**src/sv/kmg_pkg.sv**
```systemverilog
package kmg_pkg;

    // Matrix geometry
    localparam int NUM_ROWS = 8;
    localparam int NUM_COLS = 16;
    localparam int COL_W    = $clog2(NUM_COLS);
    localparam int CNT_W    = $clog2(NUM_COLS + 1);
    localparam int ROWCNT_W = $clog2(NUM_ROWS + 1);

    // Register reset values
    localparam logic [3:0] ROWS_RESET = 4'd8;
    localparam logic [4:0] COLS_RESET = 5'd16;

    // Register indexes
    localparam logic REG_ACTIVE_ROWS = 1'b0;
    localparam logic REG_ACTIVE_COLS = 1'b1;

    typedef struct packed {
        logic [3:0] column_index;
        logic [7:0] row_bits;
        logic       frame_end;
    } in_t;

    typedef struct packed {
        logic [3:0] out_column;
        logic [7:0] accepted_bits;
        logic       last_column;
    } out_t;

    // Effective geometry handed from the register block to the sequencer
    typedef struct packed {
        logic [CNT_W-1:0]    ncols;
        logic [NUM_ROWS-1:0] rmask;
    } geom_t;

    // Shared unit result
    typedef struct packed {
        logic [NUM_ROWS-1:0] once_next;
        logic [NUM_ROWS-1:0] twice_next;
        logic [NUM_ROWS-1:0] acc;
    } unit_out_t;

endpackage

```
**src/sv/kmg_cfg.sv**
```systemverilog
module kmg_cfg (
    input  logic                clk,
    input  logic                rst_n,
    input  logic                psel,
    input  logic                penable,
    input  logic                pwrite,
    input  logic [2:0]          paddr,
    input  logic [31:0]         pwdata,
    output logic [31:0]         prdata,
    output logic                pready,
    output kmg_pkg::geom_t      geom
);

    logic [3:0] rows_reg;
    logic [4:0] cols_reg;
    logic       wr_en;
    logic [kmg_pkg::ROWCNT_W-1:0] nrows;

    assign pready = 1'b1;
    assign wr_en  = psel & penable & pwrite;

    // Store register writes
    always_ff @(posedge clk or negedge rst_n)
    begin
        if (!rst_n)
        begin
            rows_reg <= kmg_pkg::ROWS_RESET;
            cols_reg <= kmg_pkg::COLS_RESET;
        end
        else if (wr_en)
        begin
            unique case (paddr[2])
                kmg_pkg::REG_ACTIVE_ROWS: rows_reg <= pwdata[3:0];
                kmg_pkg::REG_ACTIVE_COLS: cols_reg <= pwdata[4:0];
                default: ;
            endcase
        end
    end

    // Read back
    always_comb
    begin
        unique case (paddr[2])
            kmg_pkg::REG_ACTIVE_ROWS: prdata = {28'd0, rows_reg};
            kmg_pkg::REG_ACTIVE_COLS: prdata = {27'd0, cols_reg};
            default:                  prdata = 32'd0;
        endcase
    end

    // Clamp counts to 1..size and build the row mask
    always_comb
    begin
        if (rows_reg == 4'd0)
            nrows = kmg_pkg::ROWCNT_W'(1);
        else if ({1'b0, rows_reg} > 5'(kmg_pkg::NUM_ROWS))
            nrows = kmg_pkg::ROWCNT_W'(kmg_pkg::NUM_ROWS);
        else
            nrows = kmg_pkg::ROWCNT_W'(rows_reg);

        if (cols_reg == 5'd0)
            geom.ncols = kmg_pkg::CNT_W'(1);
        else if ({1'b0, cols_reg} > 6'(kmg_pkg::NUM_COLS))
            geom.ncols = kmg_pkg::CNT_W'(kmg_pkg::NUM_COLS);
        else
            geom.ncols = kmg_pkg::CNT_W'(cols_reg);

        for (int r = 0; r < kmg_pkg::NUM_ROWS; r++)
            geom.rmask[r] = (kmg_pkg::ROWCNT_W'(r) < nrows);
    end

endmodule

```
**src/sv/kmg_unit.sv**
```systemverilog
module kmg_unit (
    input  logic [kmg_pkg::NUM_ROWS-1:0] col_bits,
    input  logic [kmg_pkg::NUM_ROWS-1:0] prev_bits,
    input  logic [kmg_pkg::NUM_ROWS-1:0] rmask,
    input  logic [kmg_pkg::NUM_ROWS-1:0] once,
    input  logic [kmg_pkg::NUM_ROWS-1:0] twice,
    output kmg_pkg::unit_out_t           res
);

    logic [kmg_pkg::NUM_ROWS-1:0] pressed;
    logic [kmg_pkg::NUM_ROWS-1:0] fresh;
    logic                         col_multi;

    // Row tally: mark rows seen in at least one column, then in two or more
    assign res.once_next  = once | col_bits;
    assign res.twice_next = twice | (once & col_bits);

    // Column verdict: keep held keys, drop new keys on a crowded row and column
    assign pressed   = col_bits & rmask;
    assign fresh     = pressed & ~prev_bits;
    assign col_multi = (pressed & (pressed - 1'b1)) != '0;
    assign res.acc   = (pressed & prev_bits)
                     | (fresh & ~(twice & {kmg_pkg::NUM_ROWS{col_multi}}));

endmodule

```
**src/sv/key_matrix_ghost_filter.sv**
```systemverilog
// Timing: an item without frame_end is taken and gives no result.
// An item with frame_end starts a row tally pass over the active columns
// and then an evaluation pass over them; results appear one per cycle, each
// registered from one evaluated column, and the last is marked by last_column.
// Throughput: one item per cycle while not busy; a frame_end item holds busy through both passes.
// Reset clears the frame store, previous masks and control state; the receiver cannot stall.
module key_matrix_ghost_filter (
    input  logic            clk,
    input  logic            rst_n,
    input  logic            start,
    output logic            busy,
    input  kmg_pkg::in_t    item,
    output logic            result_valid,
    output kmg_pkg::out_t   result,
    input  logic            psel,
    input  logic            penable,
    input  logic            pwrite,
    input  logic [2:0]      paddr,
    input  logic [31:0]     pwdata,
    output logic [31:0]     prdata,
    output logic            pready
);

    localparam logic [1:0] ST_IDLE  = 2'd0;
    localparam logic [1:0] ST_TALLY = 2'd1;
    localparam logic [1:0] ST_EVAL  = 2'd2;

    kmg_pkg::geom_t     geom;
    kmg_pkg::unit_out_t unit_res;

    logic [1:0]                   state_reg, state_next;
    logic [kmg_pkg::COL_W-1:0]    cnt_reg, cnt_next;
    logic [kmg_pkg::NUM_ROWS-1:0] once_reg, once_next;
    logic [kmg_pkg::NUM_ROWS-1:0] twice_reg, twice_next;
    logic [kmg_pkg::NUM_ROWS-1:0] store_reg [kmg_pkg::NUM_COLS];
    logic [kmg_pkg::NUM_ROWS-1:0] prev_reg  [kmg_pkg::NUM_COLS];
    logic                         rvalid_reg;
    kmg_pkg::out_t                result_reg;

    logic                         accept;
    logic                         last_col;
    logic [kmg_pkg::NUM_ROWS-1:0] cur_store;
    logic [kmg_pkg::NUM_ROWS-1:0] cur_prev;

    kmg_cfg u_cfg (
        .clk     (clk),
        .rst_n   (rst_n),
        .psel    (psel),
        .penable (penable),
        .pwrite  (pwrite),
        .paddr   (paddr),
        .pwdata  (pwdata),
        .prdata  (prdata),
        .pready  (pready),
        .geom    (geom)
    );

    kmg_unit u_unit (
        .col_bits  (cur_store),
        .prev_bits (cur_prev),
        .rmask     (geom.rmask),
        .once      (once_reg),
        .twice     (twice_reg),
        .res       (unit_res)
    );

    assign busy      = (state_reg != ST_IDLE);
    assign accept    = start & ~busy;
    assign cur_store = store_reg[cnt_reg];
    assign cur_prev  = prev_reg[cnt_reg];
    assign last_col  = ({1'b0, cnt_reg} == kmg_pkg::CNT_W'(geom.ncols - 1'b1));

    assign result_valid = rvalid_reg;
    assign result       = result_reg;

    // Sequence the tally and evaluation passes
    always_comb
    begin
        state_next = state_reg;
        cnt_next   = cnt_reg;
        once_next  = once_reg;
        twice_next = twice_reg;
        unique case (state_reg)
            ST_IDLE:
            begin
                if (accept && item.frame_end)
                begin
                    state_next = ST_TALLY;
                    cnt_next   = '0;
                    once_next  = '0;
                    twice_next = '0;
                end
            end
            ST_TALLY:
            begin
                once_next  = unit_res.once_next;
                twice_next = unit_res.twice_next;
                if (last_col)
                begin
                    state_next = ST_EVAL;
                    cnt_next   = '0;
                end
                else
                    cnt_next = cnt_reg + 1'b1;
            end
            ST_EVAL:
            begin
                if (last_col)
                    state_next = ST_IDLE;
                else
                    cnt_next = cnt_reg + 1'b1;
            end
            default:
                state_next = ST_IDLE;
        endcase
    end

    always_ff @(posedge clk or negedge rst_n)
    begin
        if (!rst_n)
        begin
            state_reg  <= ST_IDLE;
            cnt_reg    <= '0;
            once_reg   <= '0;
            twice_reg  <= '0;
            rvalid_reg <= 1'b0;
        end
        else
        begin
            state_reg  <= state_next;
            cnt_reg    <= cnt_next;
            once_reg   <= once_next;
            twice_reg  <= twice_next;
            rvalid_reg <= (state_reg == ST_EVAL);
        end
    end

    // Load the result register once for each evaluated column
    always_ff @(posedge clk)
    begin
        if (state_reg == ST_EVAL)
        begin
            result_reg.out_column    <= cnt_reg;
            result_reg.accepted_bits <= unit_res.acc;
            result_reg.last_column   <= last_col;
        end
    end

    // Collect the frame; clear it once the last column is evaluated
    always_ff @(posedge clk or negedge rst_n)
    begin
        if (!rst_n)
        begin
            for (int i = 0; i < kmg_pkg::NUM_COLS; i++)
                store_reg[i] <= '0;
        end
        else if (state_reg == ST_EVAL && last_col)
        begin
            for (int i = 0; i < kmg_pkg::NUM_COLS; i++)
                store_reg[i] <= '0;
        end
        else if (accept)
        begin
            for (int i = 0; i < kmg_pkg::NUM_COLS; i++)
            begin
                if ({1'b0, item.column_index} == kmg_pkg::CNT_W'(i)
                    && kmg_pkg::CNT_W'(i) < geom.ncols)
                    store_reg[i] <= store_reg[i] | (item.row_bits & geom.rmask);
            end
        end
    end

    // Update the previous-frame masks; zero the inactive columns at frame end
    always_ff @(posedge clk or negedge rst_n)
    begin
        if (!rst_n)
        begin
            for (int i = 0; i < kmg_pkg::NUM_COLS; i++)
                prev_reg[i] <= '0;
        end
        else if (state_reg == ST_EVAL)
        begin
            for (int i = 0; i < kmg_pkg::NUM_COLS; i++)
            begin
                if (kmg_pkg::COL_W'(i) == cnt_reg)
                    prev_reg[i] <= unit_res.acc;
                else if (last_col && kmg_pkg::CNT_W'(i) >= geom.ncols)
                    prev_reg[i] <= '0;
            end
        end
    end

    // A frame end always starts a pass
    a_frame_starts: assert property (@(posedge clk) disable iff (!rst_n)
        accept && item.frame_end |=> busy)
        else $error("frame end did not start a pass");

    // The last result of a frame leaves the block idle
    a_last_idle: assert property (@(posedge clk) disable iff (!rst_n)
        result_valid && result.last_column |-> !busy)
        else $error("block still busy after last result");

    // Results other than the last come while the pass is still running
    a_mid_busy: assert property (@(posedge clk) disable iff (!rst_n)
        result_valid && !result.last_column |-> busy)
        else $error("pass ended before last result");

    // Results are only produced from the evaluation pass
    a_result_src: assert property (@(posedge clk) disable iff (!rst_n)
        result_valid |-> $past(state_reg) == ST_EVAL)
        else $error("result outside evaluation pass");

endmodule
```
**config.mk**
```make
export PLATFORM = sky130hd
export DESIGN_NAME = key_matrix_ghost_filter
export DESIGN_NICKNAME = d
export VERILOG_FILES = /design/src/sv/kmg_pkg.sv /design/src/sv/kmg_cfg.sv /design/src/sv/kmg_unit.sv /design/src/sv/key_matrix_ghost_filter.sv
export SDC_FILE = /design/constraint.sdc
export NUM_CORES = 1
export LEC_CHECK = 0
export BUFFER_PORTS_ARGS = -buffer_cell sky130_fd_sc_hd__buf_2
export CAP_MARGIN = 20
export CORE_UTILIZATION = 50
export CTS_CLUSTER_DIAMETER = 40
export CTS_CLUSTER_SIZE = 25
export DETAILED_ROUTE_END_ITERATION = 6
export PLACE_DENSITY_LB_ADDON = 0.1
export SYNTH_ARGS = -nofsm -noshare
export SYNTH_HDL_FRONTEND = slang
export SYNTH_SLANG_ARGS = --single-unit
```
**constraint.sdc**
```tcl
create_clock -name clk -period 4.62 [get_ports clk]
set_input_delay 0.231 -clock clk [delete_from_list [all_inputs] [get_ports clk]]
set_output_delay 0.231 -clock clk [all_outputs]
set_load 0.005 [all_outputs]
```
# Word-level counts from Yosys, hierarchy flattened
# Index checks and enable logic that the tools add are counted.
word_totals:
  output_inout_bits: 48
  reg_bits: 301
  in_bits: 54
  word_cells: 345
classes:
  n_reduce_logical: 113
  addsub: 3
  bitwise: 35
  eq_ne: 37
  n_lt_le_gt_ge: 43
  muxes: 72
op_table:
  columns: ["op", "n"]
  rows:
  - ["two-way mux 8 bit", 53]
  - ["two-way mux 128 bit", 2]
  - ["bitwise OR 8 bit", 19]
  - ["AND reduction 2 bit", 35]
  - ["nonzero test 2 bit", 35]
  - ["bitwise AND 8 bit", 8]
  - ["binary-select mux 8 bit (select 4 bit)", 2]
  - ["case mux 32 bit (2 select lines)", 1]
  - ["greater-or-equal comparator 4 x 5 -> 1 bit (first input constant)", 8]
  - ["< comparator 4 x 5 -> 1 bit (first input constant)", 8]
  - ["logical AND 1 bit", 34]
  - ["equality test 4 bit (first input constant)", 8]
  - ["equality test 4 bit (second input constant)", 8]
  - ["case mux 8 bit (2 select lines)", 2]
  - ["greater-or-equal comparator 3 x 5 -> 1 bit (first input constant)", 4]
  - ["< comparator 3 x 5 -> 1 bit (first input constant)", 4]
  - ["two-way mux 4 bit", 5]
  - ["equality test 3 x 4 -> 1 bit (first input constant)", 4]
  - ["equality test 4 x 3 -> 1 bit (second input constant)", 4]
  - ["< comparator 3 x 4 -> 1 bit (first input constant)", 4]
  - ["NOT 8 bit", 2]
  - ["logical NOT 4 bit", 3]
  - ["case mux 4 bit (3 select lines)", 1]
  - ["greater-or-equal comparator 1 x 5 -> 1 bit (first input constant)", 2]
  - ["30 further kinds", 47]

# Depth between registers and ports, before layout
logic_depth:
  ltp_word: 13
  depth_mapped: 13
  mapped_depth_nobuf: 11

# Modules after synthesis
# A second synthesis with hierarchy kept.
hier_totals:
  hier_cells: 1314
  hier_area_um2: 14677.8
by_module_without_submodules:
  columns: ["module", "seq_area_each_um2", "cells_per_inst", "instances", "area_per_inst_um2"]
  rows:
  - ["key_matrix_ghost_filter", 7372.1, 1184, 1, 13520.5]
  - ["kmg_cfg", 227.7, 72, 1, 757.0]
  - ["kmg_unit", 0.0, 58, 1, 400.4]

# Least setup slack after synthesis
# OpenSTA, ideal clock, no wires.
synth_path:
  kind: "register to register"
  startpoint: "register u_cfg.cols_reg[0]"
  endpoint: "register store_reg[0] in the netlist's numbering"
  arrival_time_ns: 3.054
  stages_incl_launch_ff: 13
  setup_time_ns: 0.121
  required_time_ns: 4.499
  n_path_buf: 4
  path_slack_ns: 1.444
  cell_sequence: "dfrtp_1 clkbuf_1 o21ai_0 ha_1 xor2_1 a21oi_1 o21a_1 or4_1 clkbuf_1 nor2_1 clkbuf_1 buf_2 nor2_1"
synth_between:
  elab_chain_len: 8
  word_cells_on_any_way: 13
  cone_classes: "1 x add/sub; 2 x order compare; 1 x eq/ne; 3 x mux; 6 x reduce/logical"
synth_lines:
  columns: ["item", "line", "rtl"]
  rows:
  - ["from (decl)", "kmg_cfg.sv:15", "logic [4:0] cols_reg;"]
  - ["from (signal assigned)", "kmg_cfg.sv:28", "cols_reg <= kmg_pkg::COLS_RESET;"]
  - ["from (signal assigned)", "kmg_cfg.sv:34", "kmg_pkg::REG_ACTIVE_COLS: cols_reg <= pwdata[4:0];"]
  - ["greater-than comparator 5 bit", "kmg_cfg.sv:62", "else if ({1'b0, cols_reg} > 6'(kmg_pkg::NUM_COLS))"]
  - ["two-way mux 5 bit", "kmg_cfg.sv:62", null]
  - ["two-way mux 5 bit *", "kmg_cfg.sv:60", "if (cols_reg == 5'd0)"]
  - ["subtractor 5 x 1 -> 5 bit", "key_matrix_ghost_filter.sv:71", "assign last_col = ({1'b0, cnt_reg} == kmg_pkg::CNT_W'(geom.ncols - 1'b1));"]
  - ["equality test 4 x 5 -> 1 bit", "key_matrix_ghost_filter.sv:71", null]
  - ["logical AND 1 bit", "key_matrix_ghost_filter.sv:157", "else if (state_reg == ST_EVAL && last_col)"]
  - ["nonzero test 2 bit (no line)", null, null]
  - ["AND reduction 2 bit (no line)", null, null]
  - ["to (signal, indexed assignment)", "key_matrix_ghost_filter.sv:168", "store_reg[i] <= store_reg[i] | (item.row_bits & geom.rmask);"]
  - ["to (decl)", "key_matrix_ghost_filter.sv:35", "logic [kmg_pkg::NUM_ROWS-1:0] store_reg [kmg_pkg::NUM_COLS];"]
# Every way passes the cells marked *; elsewhere a longest branch is shown, timed or not.
# A chain may end at the register's enable or synchronous reset.

# Worst setup path in the final report
layout_path:
  startpoint: "register u_cfg.cols_reg[0]"
  endpoint: "register prev_reg[94] in the netlist's numbering"
layout_between:
  elab_chain_len: 8
  word_cells_on_any_way: 10
  cone_classes: "1 x add/sub; 2 x order compare; 1 x eq/ne; 2 x mux; 4 x reduce/logical"
layout_lines:
  columns: ["item", "line", "rtl"]
  rows:
  - ["greater-than comparator 5 bit", "kmg_cfg.sv:62", null]
  - ["two-way mux 5 bit", "kmg_cfg.sv:62", null]
  - ["two-way mux 5 bit *", "kmg_cfg.sv:60", null]
  - ["subtractor 5 x 1 -> 5 bit", "key_matrix_ghost_filter.sv:71", null]
  - ["equality test 4 x 5 -> 1 bit", "key_matrix_ghost_filter.sv:71", null]
  - ["logical AND 1 bit *", "key_matrix_ghost_filter.sv:187", "else if (last_col && kmg_pkg::CNT_W'(i) >= geom.ncols)"]
  - ["nonzero test 2 bit (no line) *", null, null]
  - ["AND reduction 2 bit (no line) *", null, null]
  - ["to (signal, indexed assignment)", "key_matrix_ghost_filter.sv:186", "prev_reg[i] <= unit_res.acc;"]
  - ["to (decl)", "key_matrix_ghost_filter.sv:36", "logic [kmg_pkg::NUM_ROWS-1:0] prev_reg [kmg_pkg::NUM_COLS];"]
# Marked as above.

==> results.py <==
metrics = {
    "timing": {
        "fin_skew_ps": 20.3,
        "whs_ps": 134,
        "max_clock_freq_ghz": 0.263,
        "finalHoldViolCount": 0,
        "tightestPinTransition_ps": 1130,
        "max-slew-margin-rel": 0.239,
        "setup_viol": 0,
        "finalCritPeriodShare": 0.824,
        "finalSetupTns_ps": 0,
        "slew_violations": 0,
        "rsz0062_at_grt": "no",
        "worst_slack_ps": 813,
        "final.min_clock_period_ps": 3810,
    },
    "clocking": {
        "clk_latency_ps": 540,
        "hold_buffers": 6,
        "ctsHtreeMaxLevel": 2,
        "clk_pin_slew_worst_paths_ps": 60,
        "cts_made_buffers": 44,
        "cts_tree": "done",
        "ctsResizeCount": 0,
        "clockBufferDepth": 3,
        "clock_sinks": 301,
        "cts_root_buffer": "clkbuf_16",
        "cts_setup_buffers": 0,
    },
    "global_routing": {
        "busiest_layer": "met2",
        "grt_usage": 0.287,
        "grt_pass1_vias": 10300,
        "grt_util_met1": 0.389,
        "grt_use_met3": 0.0789,
        "antenna_found_initial": 2,
        "grt_max_degree": 129,
        "overflow": 0,
        "grtUsageMet2": 0.440,
        "grt_pass1_wl_mm": 62.4,
    },
    "yosys": {
        "synth_cells": 1224,
        "synth_top_area_frac": 0.501,
        "synth-async-reset-ratio": 0.957,
        "yosys-top-cells-area": "dfrtp_1 (50%), mux4_2 (11%), a21oi_1 (5.4%), nor2_1 (5.0%), a22o_1 (4.5%)",
        "synth-main-ff-cell": "dfrtp_1",
        "synth-seq-cells": 301,
        "synth_edf_count": 13,
        "synth_top_area_cell": "dfrtp_1",
        "syn_area_per_cell_sq_um": 11.7,
        "yosysSeqAreaShare": 0.532,
        "ys_warn_count": 0,
        "synthesis.area_sq_um": 14300,
        "synth.distinct_cells": 67,
    },
    "setup_path": {
        "end_kind": "flop",
        "crit_arrival_ps": 4220,
        "critPathKind": "flop to flop",
        "critPathLaunchType": "flop",
        "required_ps": 5040,
        "critPathMaxFanout": 9,
    },
    "die": {
        "die_w_um": 171,
        "core_area_sq_um": 27900,
        "fp.dieH_um": 171,
        "rows": 61,
        "ios": 102,
        "die_area_sq_um": 29200,
        "start_util": 0.511,
    },
    "placed_design": {
        "place_hpwl_mm": 26.8,
        "dp_slack_ps": 838,
        "placedCellCount": 1603,
        "place.gp.congestion": 0.894,
        "port_buffers": 44,
    },
    "power_and_ir_drop": {
        "peakVddDrop_uv": 343,
        "power.leakage_nw": 7.38,
        "pwr_density_cell_nw_per_um2": 590,
    },
    "finish": {
        "multi_input_area_sq_um": 6140,
        "stdcell_count": 1694,
        "nets": 1345,
        "seq_area_sq_um": 7610,
        "nFillCells": 2328,
        "drive_above_1_share": 0.221,
        "syn2layout_area_growth_pct": 15.7,
    },
    "worst_hold_path": {
        "hp-class": "input port to flop",
    },
    "routing": {
        "first_pass_iters": 5,
        "antenna_left": 0,
        "drt-total-wl_mm": 40.0,
        "first_iter_violations": 773,
        "wl_per_cell_um": 23.6,
        "num_vias": 10200,
        "via_per_inst": 6.03,
        "drcViolationCount": 0,
    },
    "run": {
        "cap_viol_max_count": 0,
    },
    "outcome": {
        "status": "complete, no violations",
    },
}
[metal layers]
metal / part of all wire / up-vias
li1: - / 4561
met1: 0.42 / 5177
met2: 0.47 / 389
met3: 0.074 / 83
met4: 0.036 / 2
met5: 0.00032 / -
[final timing paths]
path,from,endpoint,slack (ps),cells after the start
max in group asynchronous,rst_n,store_reg[52]$_DFFE_PN0P_,3000,3
min reg2reg,prev_reg[105]$_DFFE_PN0P_,prev_reg[105]$_DFFE_PN0P_,480,2
min,item[1],store_reg[80]$_DFFE_PN0P_,130,3
min in group asynchronous,rst_n,prev_reg[86]$_DFFE_PN0P_,380,2
max,u_cfg.cols_reg[0]$_DFFE_PN0P_,prev_reg[94]$_DFFE_PN0P_,810,9
max reg2reg,u_cfg.cols_reg[0]$_DFFE_PN0P_,prev_reg[94]$_DFFE_PN0P_,810,9
[where the power goes]
group | total [mW] | internal (mW) | switching, mW
clock network | 3.51 | 2.23 | 1.27
registers | 3.47 | 3.14 | 0.328
logic | 2.78 | 1.07 | 1.71
total | 9.76 | 6.45 | 3.31
[final cells by class]
cell class | instances | area share
sequential | 301 | 0.460
clock inverter | 27 | 0.0209
timing repair buffer | 93 | 0.0404
antenna | 1 | 0.000151
clock buffer | 55 | 0.0735
multi-input combinational | 820 | 0.372
inverter | 19 | 0.00432
tap | 378 | 0.0286
[through the flow]
stage,util,area (sq um),power [mW]
after global routing,0.591,16500,10.2
after global placement,0.533,14900,6.21
after CTS,0.591,16500,9.80
after detailed placement,0.533,14900,6.26
after floorplan,-,14400,5.45
final,0.592,16500,9.76
[worst max-delay path, stage by stage (launching register included)]
cell     delay [ps]
dfrtp_1         380
o21ai_0         600
ha_1            320
xor2_1          150
a21oi_1          90
o21a_1          180
or4_1           740
nor2_1          560
a21oi_1         390
a22o_1          270
[cell usage in the layout (no fill, tap or decap), types with 4 or more instances in the layout]
cell type      instances
a211oi_1               6
a21o_1                 5
a21oi_1              154
a22o_1                73
and2_1                 8
buf_12                 4
buf_2                 43
buf_4                 38
bufinv_16              6
clkbuf_1               5
clkbuf_16             45
clkbuf_8               5
clkinvlp_4             4
conb_1                28
dfrtp_1              283
dlygate4sd3_1          6
edfxtp_1              13
ha_1                  11
inv_1                 17
inv_6                 10
mux2_2                16
mux2i_1                6
mux4_2                72
nand2_1               41
nand2b_1               8
nand3_1               26
nor2_1               188
nor2b_1               17
nor3_1                14
nor3_2                 7
o211ai_1               4
o21ai_0               26
o2bb2ai_1             44
[synthesized netlist by cell type (16+ instances only)]
| master | number |
|---|---|
| o21ai_0 | 26 |
| mux4_2 | 72 |
| nand3_1 | 26 |
| buf_2 | 26 |
| buf_4 | 32 |
| inv_1 | 17 |
| nor2b_1 | 17 |
| nand2_1 | 41 |
| a21oi_1 | 154 |
| nor3_1 | 19 |
| a22o_1 | 73 |
| nor2_1 | 189 |
| o2bb2ai_1 | 44 |
| mux2_2 | 16 |
| clkbuf_1 | 39 |
| dfrtp_1 | 286 |
[kinds of logic after synthesis]
kind of cell,synth area share
AO/OA/AOI/OAI,0.171
AND/OR/NAND/NOR,0.104
XOR/XNOR,0.00307
other,0.000526
adder cells (fa/ha/maj),0.0105
flip-flops,0.532
multiplexers,0.130
buffers and inverters,0.0483
Power figures use the tool's default switching activity.
